[config.mk]
export PLATFORM = sky130hd
export DESIGN_NAME = integer_set_membership_table
export DESIGN_NICKNAME = d
export VERILOG_FILES = /design/src/hdl/ismt_pkg.sv /design/src/hdl/ismt_cell.sv /design/src/hdl/integer_set_membership_table.sv
export SDC_FILE = /design/constraint.sdc
export NUM_CORES = 1
export LEC_CHECK = 0
export BUFFER_PORTS_ARGS = -buffer_cell sky130_fd_sc_hd__buf_4
export CAP_MARGIN = 10
export CORE_MARGIN = 1.5
export CORE_UTILIZATION = 41
export DETAILED_ROUTE_END_ITERATION = 10
export PLACE_DENSITY = 0.54
export SLEW_MARGIN = 40
export SYNTH_ARGS = -nofsm -noshare
export SYNTH_HDL_FRONTEND = slang
export SYNTH_SLANG_ARGS = --single-unit
[constraint.sdc]
create_clock -name clk -period 8.25 [get_ports clk]
set_clock_uncertainty 0.2 [all_clocks]
set_input_delay 1.2375 -clock clk [delete_from_list [all_inputs] [get_ports clk]]
set_output_delay 1.2375 -clock clk [all_outputs]
set_load 0.005 [all_outputs]
[src/hdl/ismt_pkg.sv]
`default_nettype none
// ----------------------------------------------------------------------------
// ismt_pkg: shared types and codes for the integer set membership table
// Operation codes, data widths and the control word that travels down the
// cell chain together with each transaction.
// ----------------------------------------------------------------------------
package ismt_pkg;

  // Element width and default table size
  localparam int unsigned VALUE_W      = 32;
  localparam int unsigned FUNC_W       = 2;
  localparam int unsigned COUNT_OUT_W  = 5;
  localparam int unsigned CAPACITY_DEF = 16;

  // Operation codes; the unused code behaves as a query
  localparam logic [FUNC_W-1:0] FUNC_ADD    = 2'd0;
  localparam logic [FUNC_W-1:0] FUNC_REMOVE = 2'd1;
  localparam logic [FUNC_W-1:0] FUNC_QUERY  = 2'd2;

  // Control word handed from cell to cell
  typedef struct packed {
    logic              vld;         // a transaction occupies this stage
    logic [FUNC_W-1:0] func;        // operation code
    logic              hit;         // value matched in an earlier cell
    logic              free_found;  // an earlier cell was free
  } tok_ctl_t;

endpackage : ismt_pkg
`default_nettype wire

[src/hdl/ismt_cell.sv]
`default_nettype none
// ----------------------------------------------------------------------------
// ismt_cell: one entry of the membership table
// Holds one value and its valid mark, compares the passing transaction
// against it, notes the first free entry and forwards the transaction to the
// next cell through a register. A remove clears the entry as it passes; an add
// is committed by the top level through the write port.
// ----------------------------------------------------------------------------
module ismt_cell #(
  parameter int unsigned       IW  = 4,
  parameter logic [IW-1:0]     IDX = '0
) (
  input  wire logic                            clk,
  input  wire logic                            rst,
  input  wire ismt_pkg::tok_ctl_t              tok_in,
  input  wire logic [ismt_pkg::VALUE_W-1:0]    val_in,
  input  wire logic [IW-1:0]                   fidx_in,
  output      ismt_pkg::tok_ctl_t              tok_out,
  output      logic [ismt_pkg::VALUE_W-1:0]    val_out,
  output      logic [IW-1:0]                   fidx_out,
  input  wire logic                            wr_en,
  input  wire logic [IW-1:0]                   wr_idx,
  input  wire logic [ismt_pkg::VALUE_W-1:0]    wr_value
);
  import ismt_pkg::*;

  logic [VALUE_W-1:0] ent_value;
  logic               ent_valid;
  logic               match;
  logic               wr_sel;

  assign match  = tok_in.vld && ent_valid && (ent_value == val_in);
  assign wr_sel = wr_en && (wr_idx == IDX);

  // Control stage and valid mark
  always_ff @(posedge clk) begin
    if (rst) begin
      tok_out   <= '0;
      ent_valid <= 1'b0;
    end else begin
      tok_out.vld        <= tok_in.vld;
      tok_out.func       <= tok_in.func;
      tok_out.hit        <= tok_in.hit | match;
      tok_out.free_found <= tok_in.free_found | (tok_in.vld && !ent_valid);
      if (wr_sel) begin
        ent_valid <= 1'b1;
      end else if (match && (tok_in.func == FUNC_REMOVE)) begin
        ent_valid <= 1'b0;
      end
    end
  end

  // Payload stage and stored value
  always_ff @(posedge clk) begin
    val_out  <= val_in;
    fidx_out <= (tok_in.free_found || ent_valid) ? fidx_in : IDX;
    if (wr_sel) begin
      ent_value <= wr_value;
    end
  end

endmodule : ismt_cell
`default_nettype wire

[src/hdl/integer_set_membership_table.sv]
`default_nettype none
// ----------------------------------------------------------------------------
// integer_set_membership_table: set of signed 32-bit integers in a CAM chain
// Add, remove or query one value per transaction; each transaction returns
// whether the value was present, the element count and a table-full reject.
//
//   channel  signals                                   direction
//   input    in_valid, in_stall, func, value           into block
//   output   out_valid, out_stall, was_present,        out of block
//            element_count, full_reject
//
// A transaction walks the chain of CAPACITY cells, one cell per cycle, and
// the result is registered as it leaves the last cell. The next item is
// taken in the cycle the result appears unless the output is stalled.
// The lowest free entry is written in the cycle the transaction leaves the
// last cell. Reset clears all valid marks and the count at once.
// The input stalls while a transaction is in the chain or while a finished
// result is held under output stall.
// ----------------------------------------------------------------------------
module integer_set_membership_table #(
  parameter int unsigned CAPACITY = ismt_pkg::CAPACITY_DEF
) (
  input  wire logic                                 clk,
  input  wire logic                                 rst,
  input  wire logic                                 in_valid,
  output      logic                                 in_stall,
  input  wire logic [ismt_pkg::FUNC_W-1:0]          func,
  input  wire logic signed [ismt_pkg::VALUE_W-1:0]  value,
  output      logic                                 out_valid,
  input  wire logic                                 out_stall,
  output      logic                                 was_present,
  output      logic [ismt_pkg::COUNT_OUT_W-1:0]     element_count,
  output      logic                                 full_reject
);
  import ismt_pkg::*;

  localparam int unsigned IW = $clog2(CAPACITY);
  localparam int unsigned CW = $clog2(CAPACITY + 1);

  typedef enum logic [1:0] {
    ST_IDLE = 2'b01,
    ST_RUN  = 2'b10
  } state_t;

  state_t             state, state_next;
  logic [CW-1:0]      cnt, cnt_next;
  logic [CW+COUNT_OUT_W-1:0] cnt_ext;
  logic               in_acc;

  tok_ctl_t           tok_c  [CAPACITY+1];
  logic [VALUE_W-1:0] val_c  [CAPACITY+1];
  logic [IW-1:0]      fidx_c [CAPACITY+1];

  tok_ctl_t           last;
  logic               is_add;
  logic               commit_add;
  logic               reject;
  logic               dec;

  // Input handshake
  assign in_stall = (state != ST_IDLE) || (out_valid && out_stall);
  assign in_acc   = in_valid && !in_stall;

  // Chain entry
  assign tok_c[0]  = '{vld: in_acc, func: func, hit: 1'b0, free_found: 1'b0};
  assign val_c[0]  = $unsigned(value);
  assign fidx_c[0] = '0;

  // Cell chain
  for (genvar i = 0; i < CAPACITY; i++) begin : g_cell
    ismt_cell #(
      .IW  (IW),
      .IDX (IW'(i))
    ) u_cell (
      .clk      (clk),
      .rst      (rst),
      .tok_in   (tok_c[i]),
      .val_in   (val_c[i]),
      .fidx_in  (fidx_c[i]),
      .tok_out  (tok_c[i+1]),
      .val_out  (val_c[i+1]),
      .fidx_out (fidx_c[i+1]),
      .wr_en    (commit_add),
      .wr_idx   (fidx_c[CAPACITY]),
      .wr_value (val_c[CAPACITY])
    );
  end

  // Commit when the transaction leaves the last cell
  assign last       = tok_c[CAPACITY];
  assign is_add     = last.vld && (last.func == FUNC_ADD) && !last.hit;
  assign commit_add = is_add && last.free_found;
  assign reject     = is_add && !last.free_found;
  assign dec        = last.vld && (last.func == FUNC_REMOVE) && last.hit;

  always_comb begin
    cnt_next = cnt;
    if (commit_add) begin
      cnt_next = cnt + CW'(1);
    end else if (dec) begin
      cnt_next = cnt - CW'(1);
    end
  end

  assign cnt_ext = {{COUNT_OUT_W{1'b0}}, cnt_next};

  // Sequencer
  always_comb begin
    state_next = state;
    unique case (state)
      ST_IDLE: if (in_acc)   state_next = ST_RUN;
      ST_RUN:  if (last.vld) state_next = ST_IDLE;
      default:               state_next = ST_IDLE;
    endcase
  end

  always_ff @(posedge clk) begin
    if (rst) begin
      state     <= ST_IDLE;
      cnt       <= '0;
      out_valid <= 1'b0;
    end else begin
      state <= state_next;
      cnt   <= cnt_next;
      if (last.vld) begin
        out_valid <= 1'b1;
      end else if (!out_stall) begin
        out_valid <= 1'b0;
      end
    end
  end

  // Result register
  always_ff @(posedge clk) begin
    if (last.vld) begin
      was_present   <= last.hit;
      element_count <= cnt_ext[COUNT_OUT_W-1:0];
      full_reject   <= reject;
    end
  end

`ifndef ASSERT_OFF
  a_cnt_bound: assert property (@(posedge clk) disable iff (rst)
    cnt <= CW'(CAPACITY))
    else $error("element count above capacity");

  a_result_from_run: assert property (@(posedge clk) disable iff (rst)
    $rose(out_valid) |-> $past(state == ST_RUN))
    else $error("result produced without a transaction in the chain");

  a_reject_absent: assert property (@(posedge clk) disable iff (rst)
    out_valid |-> !(full_reject && was_present))
    else $error("reject flagged for a present value");

  a_run_stalls: assert property (@(posedge clk) disable iff (rst)
    (state == ST_RUN) |-> in_stall)
    else $error("input open while chain is busy");
`endif

endmodule : integer_set_membership_table
`default_nettype wire

==> results.ini, run 1 <==
[run_status]
status=completed

[power]
power_density_nw_per_um2=281.0
power.share.switching_pct=20.99
p_sw_mw=2.508
power_frac_seq_pct=53.7
power.leakage_nw=14.78
vdd_drop_max_mv=0.2075
totalPowerFinal_mw=11.95
p_int_mw=9.442
p_clk_share_pct=44.4
combPwrFrac_pct=1.9

[flow_run]
max_cap_viol_count=0

[sta]
min_period_over_period_pct=39.20
worst_pin_slew_ns=0.8708
drv_slew=0
finalHoldViolCount=0
rsz0062_at_grt=no
setup_violations=0
clock.fmax_mhz=309.2
period_needed_ns=3.234
fin_tns_setup_ns=0
slew_headroom_pct=41.41

[route]
drc_errors=0
drt_iter0_drc=1283
num_vias=17250
routed_via_density=4.715
first_pass_iters=5
wire_per_inst_microns=23.70
routed_wl_microns=86720
ant_nets=0

[yosys]
synth-edff-count=519
avgSynthCellArea_sq_um=16.51
yosysUniqueCellTypes=48
syn-cell-area_sq_um=36380
synth.area.top_cells=edfxtp_1, dfxtp_1, xnor2_1, xor2_1, nand4_1
postSynth.asyncResetShare_pct=0
synth.most_common_cell=dfxtp_1
synth_common_cells=dfxtp_1, edfxtp_1, xnor2_1
ys_ff_latch=1184
ys_warn_count=0
synth_top_area_share_pct=42.84
synth_fp_nets=2244
syn_inst=2204
synth_top_area_cell=edfxtp_1
seq_area_frac_synth_pct=79.43
synth_top_flop_cell=dfxtp_1

[worst_setup_path]
worst-path-max-fanout=32
arrival_ns=3.34
rr_endpoint=g_cell[13].u_cell.ent_value[12]$_DFFE_PP_
end_kind=flop
r2r_cells=4
required_ns=8.36
worstReg2RegStart=g_cell[15].u_cell.tok_out[4]$_SDFF_PP0_
r2r_slack_ns=5.02
crit_type=flop to flop
cp-start-kind=flop

[floorplanning]
io_pins=47
die-area_sq_um=90530
fp-row-count=109
die_y_microns=300.9
die_w_microns=300.9
initial_core_util_pct=41.30
placeableCoreArea_sq_um=88100

[grt]
overflow=0
grt_pass1_wl_microns=124300
grt_start_max_net_pins=104
grt_pass1_vias=17940
grt.total_usage_pct=19.36
antenna_found_initial=17

[cts]
clk_latency_ns=0.69
clk_pin_slew_worst_paths_ns=0.06
clock_sinks=1184
htree_levels=3
cts.hold.buffers_added=0
cts-resized-gates=0
cts_buffer_depth=3
cts_root_buf=clkbuf_16
post-cts-setup-buffer-count=0
tritoncts=done
cts_made_buffers=115

[finish]
nNetsFinal=2427
drive_above_1_share_pct=12.85
syn_to_final_growth_pct=16.87
final_util_pct=48.26
fin_cells=3659
fill_cells=7535

[min_path]
hold_end=g_cell[11].u_cell.val_out[16]$_DFF_P_
min_from=g_cell[10].u_cell.val_out[16]$_DFF_P_
hold_depth=0
holdCritPathClass=flop to flop

[placement]
place.port_buffers=46
gp_congestion=0.7789
dpl.cell_count=3435
dpl.hpwl_microns=57570

critical path, stage by stage, from the launching register on:
cell and delay [ns]:
dfxtp_1 0.65, nor4b_4 0.38, nand3_1 0.48, or3_1 0.58, inv_2 0.55
power by group through the flow:
stage          combinational (mW)  clock (mW)  sequential [mW]
6_report                    0.228        5.30             6.42
5_1_grt                     0.246        5.64             6.43
4_1_cts                     0.232        5.40             6.43
3_5_place_dp                0.230           0             6.55
3_3_place_gp                0.226           0             6.56
2_1_floorplan               0.121           0             6.46
cell usage in the layout (no fill, tap or decap), types with 3 or more instances in the layout:
cell	n
dfxtp_4	3
clkbuf_1	29
o21ba_1	9
edfxtp_1	519
buf_4	73
nand2b_1	3
nor2b_1	68
bufinv_16	10
clkinv_1	11
nor2_4	5
o21bai_1	6
clkinv_2	21
dfxtp_1	652
inv_1	36
xor2_1	169
a211oi_1	3
nor4_1	49
or2_2	26
nor2_1	41
buf_16	3
nor3_1	16
nand4_1	83
nand2_1	7
xnor2_1	342
clkinv_4	5
a21oi_1	37
clkbuf_16	115
or4_1	10
nand3b_1	10
nand3_1	32
o21a_1	6
clkbuf_8	20
nor3b_1	8
inv_2	3
diode_2	4
buf_8	4
clkinv_16	3
dfxtp_2	10
registers in the layout, indices dropped and copies added, names as in the netlist, 2 cells and up:
name / flops
g_cell.u_cell.fidx_out: 49
g_cell.u_cell.tok_out: 80
cnt: 5
g_cell.u_cell.val_out: 512
g_cell.u_cell.ent_valid: 16
g_cell.u_cell.ent_value: 512
state: 2
element_count: 5
logic make-up (layout without fill, tap and decap cells):
logic type                 count (synthesis)  after routing  synth area share [%]
adders and majority gates                  2              2               0.06877
and+or+nand+nor                          378            378                 6.249
xor gates and xnor gates                 511            511                 12.30
muxes                                      1              1               0.02751
DFF                                     1184           1184                 79.43
buffers and inverters                     54            340                0.5571
other                                      0              4                     0
AOI/OAI and AO/OA                         74             74                 1.369
routing by layer:
| metal | global-route usage [%] | wire [microns] | vias to the layer above |
|---|---|---|---|
| met2 | 33.37 | 43740 | 412 |
| li1 | - | - | 8079 |
| met1 | 25.47 | 36900 | 8643 |
| met4 | 5.336 | 1923 | 0 |
| met5 | 0 | 0 | - |
| met3 | 2.771 | 4148 | 120 |
cell type report:
class / count / area (sq um) / share of cell area [%]
repair buffers: 81 / 701.9 / 1.651
diodes: 4 / 10.01 / 0.02354
well taps: 1165 / 1458 / 3.428
multi-input cells: 966 / 7362 / 17.32
clock buffers: 164 / 3262 / 7.672
inverters: 39 / 146.4 / 0.3443
clock inverters: 56 / 656.9 / 1.545
flip-flops and latches: 1184 / 28920 / 68.02
metrics by stage:
stage | hold slack, ns | setup WS, ns | cell area [sq um]
2_1_floorplan | 0.1308 | 4.132 | 36380
3_3_place_gp | 0.1447 | 4.700 | 38420
3_5_place_dp | 0.1479 | 4.731 | 38580
4_1_cts | 0.1288 | 5.018 | 42500
5_1_grt | 0.1407 | 4.876 | 42510
6_report | 0.1285 | 5.016 | 42520
how the worst max path moves through the flow:
stage | end | slack [ns] | from | cells after the start
final | g_cell[13].u_cell.ent_value[12]$_DFFE_PP_ | 5.02 | g_cell[15].u_cell.tok_out[4]$_SDFF_PP0_ | 4
after global routing | g_cell[9].u_cell.ent_value[15]$_DFFE_PP_ | 4.88 | g_cell[15].u_cell.tok_out[4]$_SDFF_PP0_ | 4
after CTS | g_cell[9].u_cell.ent_value[3]$_DFFE_PP_ | 5.02 | g_cell[15].u_cell.tok_out[4]$_SDFF_PP0_ | 4
after detailed placement | g_cell[0].u_cell.ent_valid$_SDFFE_PP0P_ | 4.73 | value[27] | 6
after global placement | g_cell[0].u_cell.ent_valid$_SDFFE_PP0P_ | 4.70 | value[27] | 6
after floorplan | g_cell[8].u_cell.ent_value[0]$_DFFE_PP_ | 4.13 | g_cell[15].u_cell.tok_out[4]$_SDFF_PP0_ | 3
No activity file was read; power rests on OpenSTA's default activity.
==> run 2: changes to the inputs <==
Clock period 8.25 ns to 3.27 ns, I/O delays scaled along.
==> results.ini, run 2 (synthesized netlist as in run 1, its figures left out) <==
[grt]
grt.total_usage_pct=19.38
grt_start_max_net_pins=55
overflow=0
grt_pass1_vias=17560
grt_pass1_wl_microns=124000
use_met3_pct=3.290
grtUsageMet2_pct=33.13
antenna_found_initial=13
busiest_layer=met2
grt_use_met1_pct=25.54

[cts]
clk_pin_slew_worst_paths_ns=0.06
clock_sinks=1184
cts_made_buffers=114
cts_buffer_depth=3
cts_root_buf=clkbuf_16
tritoncts=done
cts-resized-gates=0
cts.hold.buffers_added=37
htree_levels=3
clk_latency_ns=0.70
post-cts-setup-buffer-count=0

[floorplanning]
initial_core_util_pct=41.30
die-area_sq_um=90530
die_y_microns=300.9
io_pins=47
die_w_microns=300.9
fp-row-count=109
placeableCoreArea_sq_um=88100

[route]
first_pass_iters=5
drt_iter0_drc=1322
routed_via_density=4.704
wire_per_inst_microns=23.52
drc_errors=0
num_vias=17400
routed_wl_microns=87030
ant_nets=0

[worst_setup_path]
crit_chain=nor4b_4, nand3_1, or3_1, inv_1, buf_4
worst-path-max-fanout=32
crit_type=flop to flop
end_kind=flop
worst_path_max_delay_cell=or3_1
cp-start-kind=flop
required_ns=3.39
arrival_ns=2.90
max_stage_delay_ns=0.56

[placement]
dpl.hpwl_microns=58120
gp_congestion=0.7864
place.port_buffers=46

[sta]
period_needed_ns=2.785
clock.fmax_mhz=359.1
slew_headroom_pct=43.01
finalHoldViolCount=0
drv_slew=0
fin_hold_ws_ns=0.1406
setup_violations=0
worst_pin_slew_ns=0.8471
min_period_over_period_pct=85.17
rsz0062_at_grt=no

[finish]
drive_above_1_share_pct=12.48
nNetsFinal=2470
final_cell_mix=dfxtp_1, edfxtp_1, xnor2_1
final_util_pct=48.49
layout_commonest_cell=dfxtp_1
largestRegisters=g_cell.u_cell.ent_value: 512 flops, g_cell.u_cell.val_out: 512 flops, g_cell.u_cell.tok_out: 80 flops
syn_to_final_growth_pct=17.43

[power]
vdd_drop_max_mv=0.4567
totalPowerFinal_mw=29.86
power.leakage_nw=14.90
power_density_nw_per_um2=698.8

[min_path]
holdCritPathClass=flop to flop

[flow_run]
max_cap_viol_count=0

[run_status]
status=completed

run 2: cell count changes in the layout (fill, tap and decap cells not counted), moves of 4 or more:
cell	before	now
buf_8	4	0
clkinv_1	11	15
clkbuf_8	20	14
clkinv_4	5	0
dlygate4sd3_1	0	37
buf_4	73	87
run 2: layer usage:
metal  wire (microns)  vias up
met4             2000        0
li1                 -     8182
met1            37910     8739
met2            43440      352
met3             3684      131
met5                0        -
run 2: report_power, final:
| part | switching [mW] | internal [mW] | leakage, nW | total [mW] |
|---|---|---|---|---|
| Sequential | 0.439 | 15.8 | 10.2 | 16.2 |
| Combinational | 0.307 | 0.288 | 2.82 | 0.595 |
| Clock | 5.51 | 7.53 | 1.86 | 13.0 |
run 2: worst paths after layout:
check / startpoint / endpoint / slack, ns / depth (start not counted)
setup reg to reg: g_cell[15].u_cell.tok_out[3]$_SDFF_PP0_ / g_cell[13].u_cell.ent_value[10]$_DFFE_PP_ / 0.48 / 5
hold reg to reg: g_cell[5].u_cell.val_out[4]$_DFF_P_ / g_cell[6].u_cell.val_out[4]$_DFF_P_ / 0.14 / 0
setup / recovery: g_cell[15].u_cell.tok_out[3]$_SDFF_PP0_ / g_cell[13].u_cell.ent_value[10]$_DFFE_PP_ / 0.48 / 5
hold / removal: g_cell[5].u_cell.val_out[4]$_DFF_P_ / g_cell[6].u_cell.val_out[4]$_DFF_P_ / 0.14 / 0
run 2: area by class of cell:
cell class / instances / area (sq um)
Timing Repair Buffer: 125 / 1044
Sequential cell: 1184 / 28930
Tap cell: 1165 / 1458
Clock inverter: 56 / 536.8
Antenna cell: 3 / 7.507
Fill cell: 7503 / 45380
Clock buffer: 162 / 3258
Multi-Input combinational cell: 966 / 7350
Inverter: 39 / 146.4
run 2: critical path, delay by kind of cell (launching register included):
kind	cells	cell delay, ns
flip-flops	1	0.34
buffers and inverters	2	0.45
AND/OR/NAND/NOR	3	1.40
run 2: through the flow:
| stage | TNS, ns | std cells | area [sq um] | setup slack, ns |
|---|---|---|---|---|
| 4_1_cts | 0 | 3697 | 42710 | 0.4817 |
| 3_3_place_gp | 0 | 3442 | 38540 | 0.4395 |
| 3_5_place_dp | 0 | 3442 | 38550 | 0.4826 |
| 6_report | 0 | 3700 | 42720 | 0.4849 |
| 2_1_floorplan | -66.68 | 2204 | 36390 | -0.8475 |
| 5_1_grt | 0 | 3697 | 42720 | 0.3400 |
==> run 3: changes to the inputs <==
Settings changed: ABC_AREA set to 1, CAP_MARGIN 10 to not set.
==> results.ini, run 3 <==
[run_status]
status=completed

[placement]
dpl.hpwl_microns=53270
gp_congestion=0.9759
place.port_buffers=46
placed_cell_area_sq_um=42770
pre_cts_ws_ns=0.7914

[cts]
htree_levels=3
clk_pin_slew_worst_paths_ns=0.06
cts_made_buffers=116
clk_latency_ns=0.67
cts_root_buf=clkbuf_16
clock_sinks=1184
cts_buffer_depth=3
tritoncts=done
post-cts-setup-buffer-count=0
cts-resized-gates=0
cts.hold.buffers_added=35

[flow_run]
max_cap_viol_count=0

[finish]
largestRegisters=g_cell.u_cell.ent_value: 512 flops, g_cell.u_cell.val_out: 512 flops, g_cell.u_cell.tok_out: 80 flops
layout_commonest_cell=nand2_1
final_cell_mix=nand2_1, inv_1, dfxtp_1
nNetsFinal=4237
syn_to_final_growth_pct=15.90
stdcell_area_sq_um=47110
drive_above_1_share_pct=8.324
antenna_cells=0

[grt]
grt.total_usage_pct=14.46
antenna_found_initial=0
grt_start_max_net_pins=47
grt_pass1_wl_microns=115300
grt_pass1_vias=22820
overflow=0

[yosys]
synth_top_area_cell=edfxtp_1
synth_common_cells=nand2_1, inv_1, dfxtp_1
synth_top_flop_cell=dfxtp_1
syn-cell-area_sq_um=40650
yosysUniqueCellTypes=30
postSynth.asyncResetShare_pct=0
seq_area_frac_synth_pct=71.10
avgSynthCellArea_sq_um=10.19
ys_warn_count=0
synth-edff-count=519
syn_inst=3989
synth.most_common_cell=nand2_1
synth_fp_nets=4029
ys_ff_latch=1184
synth.area.top_cells=edfxtp_1, dfxtp_1, nand2_1, inv_1, nor2_1
synth_top_area_share_pct=38.34

[min_path]
hold_end=g_cell[9].u_cell.tok_out[0]$_SDFF_PP0_
holdCritPathClass=primary input to flop
hold_depth=2
min_from=rst

[sta]
slew_headroom_pct=47.68
worst_pin_slew_ns=0.7838
drv_slew=0
setup_violations=0
layout_setup_ws_ns=0.7190
fin_tns_setup_ns=0
fin_hold_ws_ns=0.08296
clock.fmax_mhz=392.0
finalHoldViolCount=0
period_needed_ns=2.551
rsz0062_at_grt=no
min_period_over_period_pct=78.01

[route]
drc_errors=0
ant_nets=0
routed_wl_microns=71770
drt_iter0_drc=1166
routed_via_density=4.148
wire_per_inst_microns=12.84
first_pass_iters=5
num_vias=23180

[floorplanning]
placeableCoreArea_sq_um=98280
die_y_microns=317.9
io_pins=47
fp-row-count=115
die-area_sq_um=101000
initial_core_util_pct=41.36
die_w_microns=317.9

[worst_setup_path]
end_kind=flop
required_ns=3.39
r2r_cells=8
crit_type=flop to flop
worst-path-max-fanout=32
arrival_ns=2.67
worstReg2RegStart=g_cell[15].u_cell.tok_out[4]$_SDFF_PP0_
r2r_slack_ns=0.72
cp-start-kind=flop
rr_endpoint=g_cell[3].u_cell.ent_value[0]$_DFFE_PP_

[power]
vdd_drop_max_mv=0.3919
power.leakage_nw=20.96
power_density_nw_per_um2=641.0

-- run 3: cell types whose count changed in the layout (fill, tap and decap cells not counted), moves of 60 or more --
cell,delta
nor2b_1,-67
xnor2_1,-254
inv_1,+733
nand4_1,-60
o21ai_0,+63
xor2_1,-146
nor2_1,+501
nand2_1,+1061
-- run 3: how the worst max path moves through the flow --
stage	startpoint	to	slack [ns]
3_3_place_gp	g_cell[15].u_cell.tok_out[4]$_SDFF_PP0_	g_cell[3].u_cell.ent_value[4]$_DFFE_PP_	0.78
6_report	g_cell[15].u_cell.tok_out[4]$_SDFF_PP0_	g_cell[3].u_cell.ent_value[0]$_DFFE_PP_	0.72
3_5_place_dp	g_cell[15].u_cell.tok_out[4]$_SDFF_PP0_	g_cell[3].u_cell.ent_value[4]$_DFFE_PP_	0.79
4_1_cts	g_cell[15].u_cell.tok_out[4]$_SDFF_PP0_	g_cell[3].u_cell.ent_value[0]$_DFFE_PP_	0.77
2_1_floorplan	g_cell[15].u_cell.tok_out[4]$_SDFF_PP0_	g_cell[10].u_cell.ent_value[0]$_DFFE_PP_	0.22
5_1_grt	g_cell[15].u_cell.tok_out[4]$_SDFF_PP0_	g_cell[3].u_cell.ent_value[5]$_DFFE_PP_	0.61
-- run 3: power by group --
part | switching, mW | internal (mW) | total [mW]
logic | 0.320 | 0.266 | 0.586
registers | 0.347 | 15.8 | 16.1
clock network | 5.35 | 8.12 | 13.5
-- run 3: kinds of logic after synthesis --
family	after synthesis	synth area share, %
simple gates	1784	17.49
compound gates	121	1.653
fa+ha+maj	2	0.06156
buf+inv	786	7.271
flops	1184	71.10
xor+xnor	112	2.432
-- run 3: metrics by stage --
| stage | power [mW] | cells | util (%) |
|---|---|---|---|
| floorplan | 16.70 | 3989 | - |
| global placement | 17.00 | 5331 | 43.52 |
| detailed placement | 17.03 | 5331 | 43.53 |
| CTS | 30.62 | 5588 | 47.91 |
| global route | 31.33 | 5588 | 47.94 |
| finish | 30.20 | 5588 | 47.94 |
-- run 3: worst max-delay path: stages (launching register included) --
cell and delay [ns]:
dfxtp_1 0.34, inv_2 0.09, nor2_2 0.11, and2_4 0.19
nand2_8 0.08, nor3_2 0.45, nand2_1 0.25, inv_1 0.11
buf_4 0.36
-- run 3: layout make-up --
cell class              instances  area [sq um]
clock buffers                 165          3302
clock inverters                57         660.6
fillers                      8869         51170
inverters                     775          2914
multi-input cells            2019          8843
flip-flops and latches       1184         28920
well taps                    1287          1610
repair buffers                101         858.3
-- run 3: layer usage --
metal / global-route usage (%) / wire [microns]
met1: 17.99 / 33500
met3: 2.153 / 1948
met5: 0 / 0
met2: 25.44 / 34240
met4: 5.224 / 2073
